[src/rtl/core/tab_pkg.sv]
`timescale 1ns / 1ps
// -----------------------------------------------------------------------------
// tab_pkg
// Shared types, register map and arithmetic helpers for the tinted alpha
// blend pixel core.
// -----------------------------------------------------------------------------
package tab_pkg;

	// source texel encodings
	localparam logic [1:0] SRC_A8       = 2'd0;
	localparam logic [1:0] SRC_RGB565   = 2'd1;
	localparam logic [1:0] SRC_RGB888   = 2'd2;
	localparam logic [1:0] SRC_RGBA8888 = 2'd3;

	// destination encodings
	localparam logic TGT_RGB565 = 1'b0;
	localparam logic TGT_RGB888 = 1'b1;

	// register indexes (byte address = 4 * index)
	localparam logic [2:0] REG_SOURCE_FORMAT   = 3'd0;
	localparam logic [2:0] REG_TARGET_FORMAT   = 3'd1;
	localparam logic [2:0] REG_TINT_RED        = 3'd2;
	localparam logic [2:0] REG_TINT_GREEN      = 3'd3;
	localparam logic [2:0] REG_TINT_BLUE       = 3'd4;
	localparam logic [2:0] REG_TINT_ALPHA      = 3'd5;
	localparam logic [2:0] REG_SURFACE_OPACITY = 3'd6;

	localparam int ADDR_W = 5;

	typedef struct packed {
		logic [31:0] source_texel;
		logic [23:0] dest_pixel;
	} pix_in_t;

	typedef struct packed {
		logic        write_enable;
		logic [23:0] new_pixel;
	} pix_out_t;

	typedef struct packed {
		logic [1:0] source_format;
		logic       dest_format;
		logic [7:0] tint_red;
		logic [7:0] tint_green;
		logic [7:0] tint_blue;
		logic [7:0] tint_alpha;
		logic [7:0] surface_opacity;
	} cfg_t;

	typedef struct packed {
		logic [7:0] r;
		logic [7:0] g;
		logic [7:0] b;
	} rgb_t;

	// work item passed from front to back: tinted source and decoded destination
	typedef struct packed {
		rgb_t       src;
		logic [7:0] alpha;
		rgb_t       dst;
	} blend_job_t;

	// floor(v / 255) for v below 65280
	function automatic logic [7:0] div255(input logic [15:0] v);
		logic [16:0] t;
		t = {1'b0, v} + 17'd1 + {9'd0, v[15:8]};
		return t[15:8];
	endfunction

	// rounded normalized multiply (x * y + 127) / 255
	function automatic logic [7:0] norm_mul(input logic [7:0] x, input logic [7:0] y);
		logic [15:0] p;
		p = x * y + 16'd127;
		return div255(p);
	endfunction

	function automatic rgb_t unpack565(input logic [15:0] w);
		rgb_t c;
		c.r = {w[15:11], w[15:13]};
		c.g = {w[10:5], w[10:9]};
		c.b = {w[4:0], w[4:2]};
		return c;
	endfunction

	function automatic rgb_t unpack888(input logic [23:0] w);
		rgb_t c;
		c.r = w[7:0];
		c.g = w[15:8];
		c.b = w[23:16];
		return c;
	endfunction

	function automatic logic [23:0] pack_target(input logic fmt, input rgb_t c);
		logic [23:0] w;
		if (fmt == TGT_RGB565) begin
			w = {8'd0, c.r[7:3], c.g[7:2], c.b[7:3]};
		end else begin
			w = {c.b, c.g, c.r};
		end
		return w;
	endfunction

endpackage

[src/rtl/core/tab_front.sv]
`timescale 1ns / 1ps
// -----------------------------------------------------------------------------
// tab_front
// Accepts pixels, decodes the texel by source format, applies tint and
// opacity, decodes the destination pixel and pushes a blend job.
// -----------------------------------------------------------------------------
module tab_front (
	input  logic              clk,
	input  logic              arst_n,
	input  tab_pkg::cfg_t     cfg,
	input  logic              src_valid,
	output logic              src_stall,
	input  tab_pkg::pix_in_t  src_data,
	output logic              push,
	output tab_pkg::blend_job_t push_data,
	input  logic              full
);
	import tab_pkg::*;

	logic       valid_s1, valid_s2;
	logic       adv_s1, adv_s2;
	rgb_t       src_s1, dst_s1;
	logic [7:0] alpha_s1;
	logic [7:0] texel_a_s1;
	blend_job_t job_s2;

	rgb_t       texel_rgb;
	rgb_t       src_rgb;
	logic [7:0] a1_x;
	logic [7:0] a2_x, a2_y, alpha_next;

	assign adv_s2    = !valid_s2 || !full;
	assign adv_s1    = !valid_s1 || adv_s2;
	assign src_stall = !adv_s1;

	always_comb begin
		if (cfg.source_format == SRC_RGB565) begin
			texel_rgb = unpack565(src_data.source_texel[15:0]);
		end else begin
			texel_rgb = unpack888(src_data.source_texel[23:0]);
		end
		if (cfg.source_format == SRC_A8) begin
			src_rgb = '{r: cfg.tint_red, g: cfg.tint_green, b: cfg.tint_blue};
			a1_x    = src_data.source_texel[7:0];
		end else begin
			src_rgb.r = norm_mul(texel_rgb.r, cfg.tint_red);
			src_rgb.g = norm_mul(texel_rgb.g, cfg.tint_green);
			src_rgb.b = norm_mul(texel_rgb.b, cfg.tint_blue);
			a1_x      = cfg.surface_opacity;
		end
	end

	// second alpha product: A8 applies opacity, RGBA8888 applies texel alpha
	always_comb begin
		if (cfg.source_format == SRC_A8) begin
			a2_x = alpha_s1;
			a2_y = cfg.surface_opacity;
		end else begin
			a2_x = texel_a_s1;
			a2_y = alpha_s1;
		end
		if (cfg.source_format == SRC_A8 || cfg.source_format == SRC_RGBA8888) begin
			alpha_next = norm_mul(a2_x, a2_y);
		end else begin
			alpha_next = alpha_s1;
		end
	end

	always_ff @(posedge clk or negedge arst_n) begin
		if (!arst_n) begin
			valid_s1 <= 1'b0;
			valid_s2 <= 1'b0;
		end else begin
			if (adv_s1) valid_s1 <= src_valid;
			if (adv_s2) valid_s2 <= valid_s1;
		end
	end

	always_ff @(posedge clk) begin
		if (adv_s1) begin
			src_s1     <= src_rgb;
			alpha_s1   <= norm_mul(a1_x, cfg.tint_alpha);
			texel_a_s1 <= src_data.source_texel[31:24];
			if (cfg.dest_format == TGT_RGB565) begin
				dst_s1 <= unpack565(src_data.dest_pixel[15:0]);
			end else begin
				dst_s1 <= unpack888(src_data.dest_pixel);
			end
		end
		if (adv_s2) begin
			job_s2.src   <= src_s1;
			job_s2.alpha <= alpha_next;
			job_s2.dst   <= dst_s1;
		end
	end

	assign push      = valid_s2 && !full;
	assign push_data = job_s2;

endmodule

[src/rtl/core/tab_queue.sv]
`timescale 1ns / 1ps
// -----------------------------------------------------------------------------
// tab_queue
// Small FIFO of blend jobs between the front and back halves.
// -----------------------------------------------------------------------------
module tab_queue #(
	parameter int DEPTH = 4
) (
	input  logic                clk,
	input  logic                arst_n,
	input  logic                push,
	input  tab_pkg::blend_job_t push_data,
	output logic                full,
	input  logic                pop,
	output tab_pkg::blend_job_t pop_data,
	output logic                empty
);
	import tab_pkg::*;

	localparam int PTR_W = (DEPTH > 1) ? $clog2(DEPTH) : 1;
	localparam int CNT_W = $clog2(DEPTH + 1);
	localparam logic [PTR_W-1:0] LAST = PTR_W'(DEPTH - 1);
	localparam logic [CNT_W-1:0] FULL_CNT = CNT_W'(DEPTH);

	blend_job_t       mem [DEPTH];
	logic [PTR_W-1:0] wr_ptr_q, rd_ptr_q;
	logic [CNT_W-1:0] count_q;

	assign full     = (count_q == FULL_CNT);
	assign empty    = (count_q == '0);
	assign pop_data = mem[rd_ptr_q];

	always_ff @(posedge clk) begin
		if (push) mem[wr_ptr_q] <= push_data;
	end

	always_ff @(posedge clk or negedge arst_n) begin
		if (!arst_n) begin
			wr_ptr_q <= '0;
			rd_ptr_q <= '0;
			count_q  <= '0;
		end else begin
			if (push) wr_ptr_q <= (wr_ptr_q == LAST) ? '0 : wr_ptr_q + PTR_W'(1);
			if (pop)  rd_ptr_q <= (rd_ptr_q == LAST) ? '0 : rd_ptr_q + PTR_W'(1);
			if (push && !pop) begin
				count_q <= count_q + CNT_W'(1);
			end else if (pop && !push) begin
				count_q <= count_q - CNT_W'(1);
			end
		end
	end

endmodule

[src/rtl/core/tab_back.sv]
`timescale 1ns / 1ps
// -----------------------------------------------------------------------------
// tab_back
// Blends queued source colour over the destination and encodes the result
// into the output register.
// -----------------------------------------------------------------------------
module tab_back (
	input  logic                clk,
	input  logic                arst_n,
	input  logic                dest_format,
	input  logic                empty,
	output logic                pop,
	input  tab_pkg::blend_job_t pop_data,
	output logic                res_valid,
	input  logic                res_stall,
	output tab_pkg::pix_out_t   res_data
);
	import tab_pkg::*;

	logic        valid_b1, adv_b1, adv_out;
	logic [15:0] sum_r_b1, sum_g_b1, sum_b_b1;
	logic        skip_b1;
	logic [7:0]  inv_a;
	rgb_t        mixed;
	logic        res_valid_q;
	pix_out_t    res_q;

	assign adv_out = !res_valid_q || !res_stall;
	assign adv_b1  = !valid_b1 || adv_out;
	assign pop     = !empty && adv_b1;
	assign inv_a   = 8'd255 - pop_data.alpha;

	// alpha 255 reduces to the source colour, so one formula covers both
	always_ff @(posedge clk) begin
		if (adv_b1) begin
			sum_r_b1 <= pop_data.src.r * pop_data.alpha + pop_data.dst.r * inv_a + 16'd127;
			sum_g_b1 <= pop_data.src.g * pop_data.alpha + pop_data.dst.g * inv_a + 16'd127;
			sum_b_b1 <= pop_data.src.b * pop_data.alpha + pop_data.dst.b * inv_a + 16'd127;
			skip_b1  <= (pop_data.alpha == 8'd0);
		end
		if (adv_out) begin
			res_q.write_enable <= !skip_b1;
			res_q.new_pixel    <= skip_b1 ? 24'd0 : pack_target(dest_format, mixed);
		end
	end

	always_comb begin
		mixed.r = div255(sum_r_b1);
		mixed.g = div255(sum_g_b1);
		mixed.b = div255(sum_b_b1);
	end

	always_ff @(posedge clk or negedge arst_n) begin
		if (!arst_n) begin
			valid_b1    <= 1'b0;
			res_valid_q <= 1'b0;
		end else begin
			if (adv_b1)  valid_b1    <= !empty;
			if (adv_out) res_valid_q <= valid_b1;
		end
	end

	assign res_valid = res_valid_q;
	assign res_data  = res_q;

endmodule

[src/rtl/core/tinted_alpha_blend_pixel_core.sv]
`timescale 1ns / 1ps
// -----------------------------------------------------------------------------
// tinted_alpha_blend_pixel_core
// Tinted source-over blend of one pixel per transfer, A8/RGB565/RGB888/
// RGBA8888 sources onto RGB565/RGB888 destinations.
//
//   channel | handshake                 | payload
//   --------+---------------------------+-------------------------------
//   src     | src_valid / src_stall     | source_texel, dest_pixel
//   res     | res_valid / res_stall     | write_enable, new_pixel
//   cfg     | APB psel/penable/pwrite   | 7 registers at 4*index
//
// One pixel per clock sustained while res is not stalled; res_valid rises once
// the src transfer has passed front s1/s2, queue, blend stage, output register.
// The job queue lets the front keep accepting while res is stalled, until
// the queue and front stages fill; src_stall then rises from registered state.
// Reset clears handshake state and loads register defaults.
// -----------------------------------------------------------------------------
module tinted_alpha_blend_pixel_core #(
	parameter int QUEUE_DEPTH = 4
) (
	input  logic                            clk,
	input  logic                            arst_n,
	input  logic                            src_valid,
	output logic                            src_stall,
	input  tab_pkg::pix_in_t                src_data,
	output logic                            res_valid,
	input  logic                            res_stall,
	output tab_pkg::pix_out_t               res_data,
	input  logic                            psel,
	input  logic                            penable,
	input  logic                            pwrite,
	input  logic [tab_pkg::ADDR_W-1:0]      paddr,
	input  logic [31:0]                     pwdata,
	output logic [31:0]                     prdata,
	output logic                            pready
);
	import tab_pkg::*;

	cfg_t       cfg_q;
	logic       wr_en;
	logic [2:0] reg_idx;

	logic       push, full, pop, empty;
	blend_job_t push_data, pop_data;

	assign pready  = 1'b1;
	assign wr_en   = psel && penable && pwrite;
	assign reg_idx = paddr[4:2];

	always_ff @(posedge clk or negedge arst_n) begin
		if (!arst_n) begin
			cfg_q.source_format   <= SRC_A8;
			cfg_q.dest_format     <= TGT_RGB565;
			cfg_q.tint_red        <= 8'd255;
			cfg_q.tint_green      <= 8'd255;
			cfg_q.tint_blue       <= 8'd255;
			cfg_q.tint_alpha      <= 8'd255;
			cfg_q.surface_opacity <= 8'd255;
		end else if (wr_en) begin
			case (reg_idx)
				REG_SOURCE_FORMAT:   cfg_q.source_format   <= pwdata[1:0];
				REG_TARGET_FORMAT:   cfg_q.dest_format     <= pwdata[0];
				REG_TINT_RED:        cfg_q.tint_red        <= pwdata[7:0];
				REG_TINT_GREEN:      cfg_q.tint_green      <= pwdata[7:0];
				REG_TINT_BLUE:       cfg_q.tint_blue       <= pwdata[7:0];
				REG_TINT_ALPHA:      cfg_q.tint_alpha      <= pwdata[7:0];
				REG_SURFACE_OPACITY: cfg_q.surface_opacity <= pwdata[7:0];
				default: ;
			endcase
		end
	end

	always_comb begin
		case (reg_idx)
			REG_SOURCE_FORMAT:   prdata = {30'd0, cfg_q.source_format};
			REG_TARGET_FORMAT:   prdata = {31'd0, cfg_q.dest_format};
			REG_TINT_RED:        prdata = {24'd0, cfg_q.tint_red};
			REG_TINT_GREEN:      prdata = {24'd0, cfg_q.tint_green};
			REG_TINT_BLUE:       prdata = {24'd0, cfg_q.tint_blue};
			REG_TINT_ALPHA:      prdata = {24'd0, cfg_q.tint_alpha};
			REG_SURFACE_OPACITY: prdata = {24'd0, cfg_q.surface_opacity};
			default:             prdata = 32'd0;
		endcase
	end

	tab_front u_front (
		.clk       (clk),
		.arst_n    (arst_n),
		.cfg       (cfg_q),
		.src_valid (src_valid),
		.src_stall (src_stall),
		.src_data  (src_data),
		.push      (push),
		.push_data (push_data),
		.full      (full)
	);

	tab_queue #(
		.DEPTH (QUEUE_DEPTH)
	) u_queue (
		.clk       (clk),
		.arst_n    (arst_n),
		.push      (push),
		.push_data (push_data),
		.full      (full),
		.pop       (pop),
		.pop_data  (pop_data),
		.empty     (empty)
	);

	tab_back u_back (
		.clk         (clk),
		.arst_n      (arst_n),
		.dest_format (cfg_q.dest_format),
		.empty       (empty),
		.pop         (pop),
		.pop_data    (pop_data),
		.res_valid   (res_valid),
		.res_stall   (res_stall),
		.res_data    (res_data)
	);

endmodule
[config.mk]
export PLATFORM = sky130hd
export DESIGN_NAME = tinted_alpha_blend_pixel_core
export DESIGN_NICKNAME = d
export VERILOG_FILES = /design/src/rtl/core/tab_pkg.sv /design/src/rtl/core/tab_front.sv /design/src/rtl/core/tab_queue.sv /design/src/rtl/core/tab_back.sv /design/src/rtl/core/tinted_alpha_blend_pixel_core.sv
export SDC_FILE = /design/constraint.sdc
export NUM_CORES = 2
export LEC_CHECK = 0
export ABC_AREA = 1
export BUFFER_PORTS_ARGS = -buffer_cell sky130_fd_sc_hd__buf_2
export CAP_MARGIN = 20
export CELL_PAD_IN_SITES_DETAIL_PLACEMENT = 1
export CELL_PAD_IN_SITES_GLOBAL_PLACEMENT = 2
export CORE_MARGIN = 2
export CORE_UTILIZATION = 41
export CTS_CLUSTER_DIAMETER = 150
export DETAILED_ROUTE_END_ITERATION = 10
export PLACE_DENSITY_LB_ADDON = 0.1
export SYNTH_ARGS = -nofsm -noshare
export SYNTH_HDL_FRONTEND = slang
export SYNTH_SLANG_ARGS = --single-unit
[constraint.sdc]
create_clock -name clk -period 8.4 [get_ports clk]
set_input_delay 0.84 -clock clk [delete_from_list [all_inputs] [get_ports clk]]
set_output_delay 0.84 -clock clk [all_outputs]
set_load 0.01 [all_outputs]
## Word level (Yosys, flattened, before mapping)

Memory sizes are Yosys's and may differ from the RTL's.
Index checks and enable logic that the tools add are counted.

- Order comparisons: 0
- $add $sub $neg: 32
- Div/mod/pow operators: 0
- Mux-type cells: 15
- Reductions and logical operators: 35
- Bitwise operators: 1
- Shift-type cells: 0
- Multiply operators: 11
- Equality and inequality tests: 11

Operators with widths:

| operator | number |
|---|---|
| multiplier 8 x 8 -> 16 bit | 11 |
| adder 16 x 1 -> 16 bit, second input constant | 8 |
| adder 16 x 7 -> 16 bit, second input constant | 8 |
| adder 16 x 8 -> 16 bit | 8 |
| 2-to-1 mux 24 bit | 3 |
| one-hot mux 8 bit (7 select lines) | 1 |
| adder 16 bit | 3 |
| 2-to-1 mux 8 bit | 4 |
| 2-to-1 mux 16 bit | 1 |
| AND reduction 2 bit | 7 |
| equality test 3 bit, second input constant | 4 |
| logical NOT 1 bit | 11 |
| logical NOT 8 bit | 1 |
| subtractor 8 bit, first input constant | 1 |
| equality test 2 bit, second input constant | 3 |
| equality test 3 x 2 -> 1 bit, second input constant | 2 |
| logical AND 1 bit | 6 |
| logical NOT 3 bit | 2 |
| 2-to-1 mux 3 bit | 2 |
| logical OR 1 bit | 5 |
| adder 2 x 1 -> 2 bit, second input constant | 2 |
| 2-to-1 mux 2 bit | 2 |
| adder 3 x 1 -> 3 bit, second input constant | 1 |
| equality test 3 x 1 -> 1 bit, second input constant | 1 |
| other kinds (7) | 8 |

- Bits in writable memories: 224
- Output and inout bits: 60
- Memory bits (read-only): 0
- Flip-flop bits (word level): 248
- Bits in latches: 0
- Logic and storage cells: 142
- Memories: 1

Memory list:

| name | depth | bits a word | rd ports | clocked after memory_dff | write ports | RTL line | source |
|---|---|---|---|---|---|---|---|
| u_queue.mem | 4 | 56 | 1 | 0 | 1 | tab_queue.sv:25 | `blend_job_t mem [DEPTH];` |

## Logic depth before layout (Yosys ltp)

- Depth after elaboration: 7
- Depth in mapped cells: 38

## By module

From an unflattened synthesis, not the netlist that was laid out.

- Cell total of the unflattened synthesis: 5941
- Area total of the unflattened synthesis: 49547.5 µm²

Modules (own cells, without submodules):

| module | instances | area an instance (µm²) | cells each | sequential area each (µm²) |
|---|---|---|---|---|
| tab_front | 1 | 19467.4 | 2649 | 3653.5 |
| tab_back | 1 | 17793.3 | 2274 | 2272.2 |
| tab_queue | 1 | 9860.7 | 705 | 6901.6 |
| tinted_alpha_blend_pixel_core | 1 | 2426.1 | 313 | 1126.1 |

## Worst setup path after synthesis

Ideal clock, no wire load.

- Path type: register to register
- Start: register u_queue.rd_ptr_q[1]
- End: register u_back.sum_b_b1[13], data pin
- Clock period less this slack: 6.292 ns
- Stages on the path, launching flop included: 23
- Path buffers: 2
- Setup time: 0.265 ns
- Data arrival time: 6.027 ns
- Setup slack: 2.108 ns
- Cells stage by stage: dfrtp_1 inv_1 buf_1 clkbuf_1 a21oi_1 a32oi_1 nand2_1 fa_1 inv_1 fa_1 fa_1 inv_1 fa_1 fa_1 fa_1 inv_1 ha_1 a21o_1 a21oi_1 o21ai_0 a21boi_0 o21ai_0 xor2_1

- Longest elaborated chain between the ends: 5

RTL lines:

| what | RTL line | source |
|---|---|---|
| start: declaration | tab_queue.sv:26 | `logic [PTR_W-1:0] wr_ptr_q, rd_ptr_q;` |
| start signal: assignment | tab_queue.sv:44 | `if (pop) rd_ptr_q <= (rd_ptr_q == LAST) ? '0 : rd_ptr_q + PTR_W'(1);` |
| memory (4 x 56 bit) (*) | - |  |
| subtractor 8 bit | tab_back.sv:31 | `assign inv_a = 8'd255 - pop_data.alpha;` |
| multiplier 8 x 8 -> 16 bit | tab_back.sv:38 | `sum_b_b1 <= pop_data.src.b * pop_data.alpha + pop_data.dst.b * inv_a + 16'd127;` |
| adder 16 bit (*) | tab_back.sv:38 |  |
| adder 16 x 7 -> 16 bit (*) | tab_back.sv:38 |  |
| end signal: assignment | tab_back.sv:38 |  |
| end: declaration | tab_back.sv:21 | `logic [15:0] sum_r_b1, sum_g_b1, sum_b_b1;` |

Mark *: on every way between the ends. The rest lies on a longest branch, timed or not.
A chain may end at the register's enable or synchronous reset.

==> results.toml <==
[clock_network]
clk_path_buf_depth = 3
cts_buffers = 54
path_clk_slew_ns = 0.07
cts_resized = 0
post_cts_buffers = 0
cts_hold_buf = 0
cts_root_buffer = "clkbuf_16"
cts.sinks = 472
insertion_delay_ns = 0.68
htree_levels = 2
tritoncts = "done"

[sta]
min_period_over_period_pct = 87.8
setup_viol = 0
setup_slack_ns = 1.02
relSlewSlack_pct = 28.6
fmax_ghz = 0.136
final_hold_viol_count = 0
post-route-min-period_ns = 7.38
rsz0062_at_grt = "no"
slew_violations = 0
final.setup.tns_ns = 0
final.setup_skew_ns = 0.0463
tightest_slew_ns = 1.06

[job]
drv_cap = 0

[place]
gp_congestion = 0.824
dp_slack_ns = 0.926
hpwlAfterDp_um = 106000
port_buffers = 108
place_area_mm2 = 0.0489

[critical_path]
arrival_ns = 7.71
crit_fanout = 24
crit_family = "adder cells"
crit_path_frequent_cell = "nand2_1"
end_kind = "flop"
cp_slowest_cell = "fa_1"
timing.rr.start = "cfg_q[42]"
crit_buf_inv = 7
critPathLaunchType = "flop"
worstPathRequired_ns = 8.73
critical_path_class = "reg2reg"
crit_path_start = "cfg_q[42]"
max_stage_delay_ns = 0.55

[final_layout]
diodes = 0
fillers = 13200
register_area_mm2 = 0.0140
multi_input_area_mm2 = 0.0277
drive_gt1_share_pct = 7.20
fin_area_mm2 = 0.0507
area_delta_synth_final_pct = 9.48
nets = 6435

[synth]
synth_seq_cells = 472
synthTopCellsByCount = "nand2_1 (1244), inv_1 (1101), fa_1 (520), nor2_1 (520), edfxtp_1 (418)"
synth.most_common_cell = "nand2_1"
yosysTopAreaCell = "edfxtp_1"
synth_edf_count = 418
synth_async_sr_flop_share_pct = 11.4
synth_area_mm2 = 0.0463
synth_top_area_share_pct = 27.1
syn_area_per_cell_um2 = 8.77
ys_types = 58
synth-warning-count = 0
ys_top_cells_by_area = "edfxtp_1 (27%), fa_1 (22%), ha_1 (11%)"
ys_seq_area_share_pct = 30.1
netlist_instances = 5279
ys.flop_type = "edfxtp_1"

[floorplan]
ios = 160
initial_core_util_pct = 41.3
die_y_um = 340
core_region_area_mm2 = 0.112
rows = 123
die-area_mm2 = 0.116
die_w_um = 340

[route]
drtPass1Iterations = 5
antenna_left = 0
drtIter0Drc = 1519
vias = 34700
wl_per_cell_um = 18.7
drc = 0
post_drt_via_cell_ratio = 4.99
wl_um = 130000

[global_route]
grt-ovfl-total = 0
grt_max_degree = 113
antenna_found_initial = 1
grt_pass1_vias = 37800
track_usage_pct = 22.9
grt_pass1_wl_um = 208000

[status]
status = "finished clean"

[hold_path]
min_from = "src_data[48]"
hold_class = "in2reg"
-- through the flow --
step	std cells	utilization [%]	hold slack, ns
6_report	6957	45.2	0.341
5_1_grt	6957	45.2	0.305
4_1_cts	6957	45.2	0.279
2_1_floorplan	5302	-	0.400
3_3_place_gp	6855	43.6	0.401
3_5_place_dp	6855	43.6	0.406
-- layout by cell type (no fill, tap or decap), types with 54 or more instances in the layout --
| cell type | n |
|---|---|
| nand2_1 | 1244 |
| inv_1 | 1098 |
| fa_1 | 520 |
| nor2_1 | 516 |
| edfxtp_1 | 418 |
| ha_1 | 403 |
| nand3_1 | 211 |
| a21oi_1 | 180 |
| o21ai_0 | 143 |
| buf_2 | 108 |
| buf_4 | 68 |
| xor2_1 | 56 |
| clkbuf_16 | 54 |
-- cells by family (layout without fill, tap and decap cells) --
| family | after synthesis | after routing | synth area share (%) |
|---|---|---|---|
| simple gates | 2099 | 2099 | 18.4 |
| buf+inv | 1241 | 1396 | 10.3 |
| fa+ha+maj | 924 | 924 | 33.4 |
| flops | 472 | 472 | 30.1 |
| compound gates | 441 | 441 | 5.61 |
| xor+xnor | 99 | 99 | 2.08 |
| other cells | 2 | 25 | 0.0162 |
| mux | 1 | 1 | 0.0243 |
-- path summary, 6_finish.rpt --
path	depth (start not counted)	end	slack (ns)
worst min-delay path	1	u_front.texel_a_s1[0]	0.34
worst max register to register	33	u_front.src_s1[19]	1.02
worst min register to register	0	u_front.push_data[44]	0.40
min in group asynchronous	2	cfg_q[40]	0.36
max in group asynchronous	2	u_queue.rd_ptr_q[0]	7.39
worst max-delay path	33	u_front.src_s1[19]	1.02
-- flip-flops by register name, indices dropped and copies added, names as in the netlist --
register / count
u_back.sum_r_b1: 16
u_front.valid_s1: 1
u_back.sum_b_b1: 16
u_queue.count_q: 3
cfg_q: 43
u_queue.wr_ptr_q: 2
u_front.src_s1: 24
u_queue.mem: 224
u_front.texel_a_s1: 8
u_front.alpha_s1: 8
u_back.res_data: 25
u_back.skip_b1: 1
u_queue.rd_ptr_q: 2
u_front.valid_s2: 1
u_front.push_data: 56
u_front.dst_s1: 24
u_back.sum_g_b1: 16
u_back.valid_b1: 1
u_back.res_valid: 1
-- layout make-up --
| cell class | count | share of cell area, % |
|---|---|---|
| clock inverter | 39 | 0.832 |
| sequential | 472 | 27.5 |
| tap | 1500 | 3.70 |
| inverter | 1114 | 8.26 |
| timing repair buffer | 180 | 2.23 |
| multi-input combinational | 3589 | 54.7 |
| clock buffer | 63 | 2.73 |
-- per-layer routing --
layer	wire length, µm	part of all wire (%)	global-route usage [%]	vias up
li1	-	-	-	16700
met1	56100	43	28.3	17400
met2	67800	52	43.1	426
met3	3450	2.7	2.16	137
met4	2770	2.1	4.92	0
met5	0	0	0	-
Power is left out: the tool's default activity adds up to more than one toggle a clock period on the data nets, which glitch-free logic cannot reach.
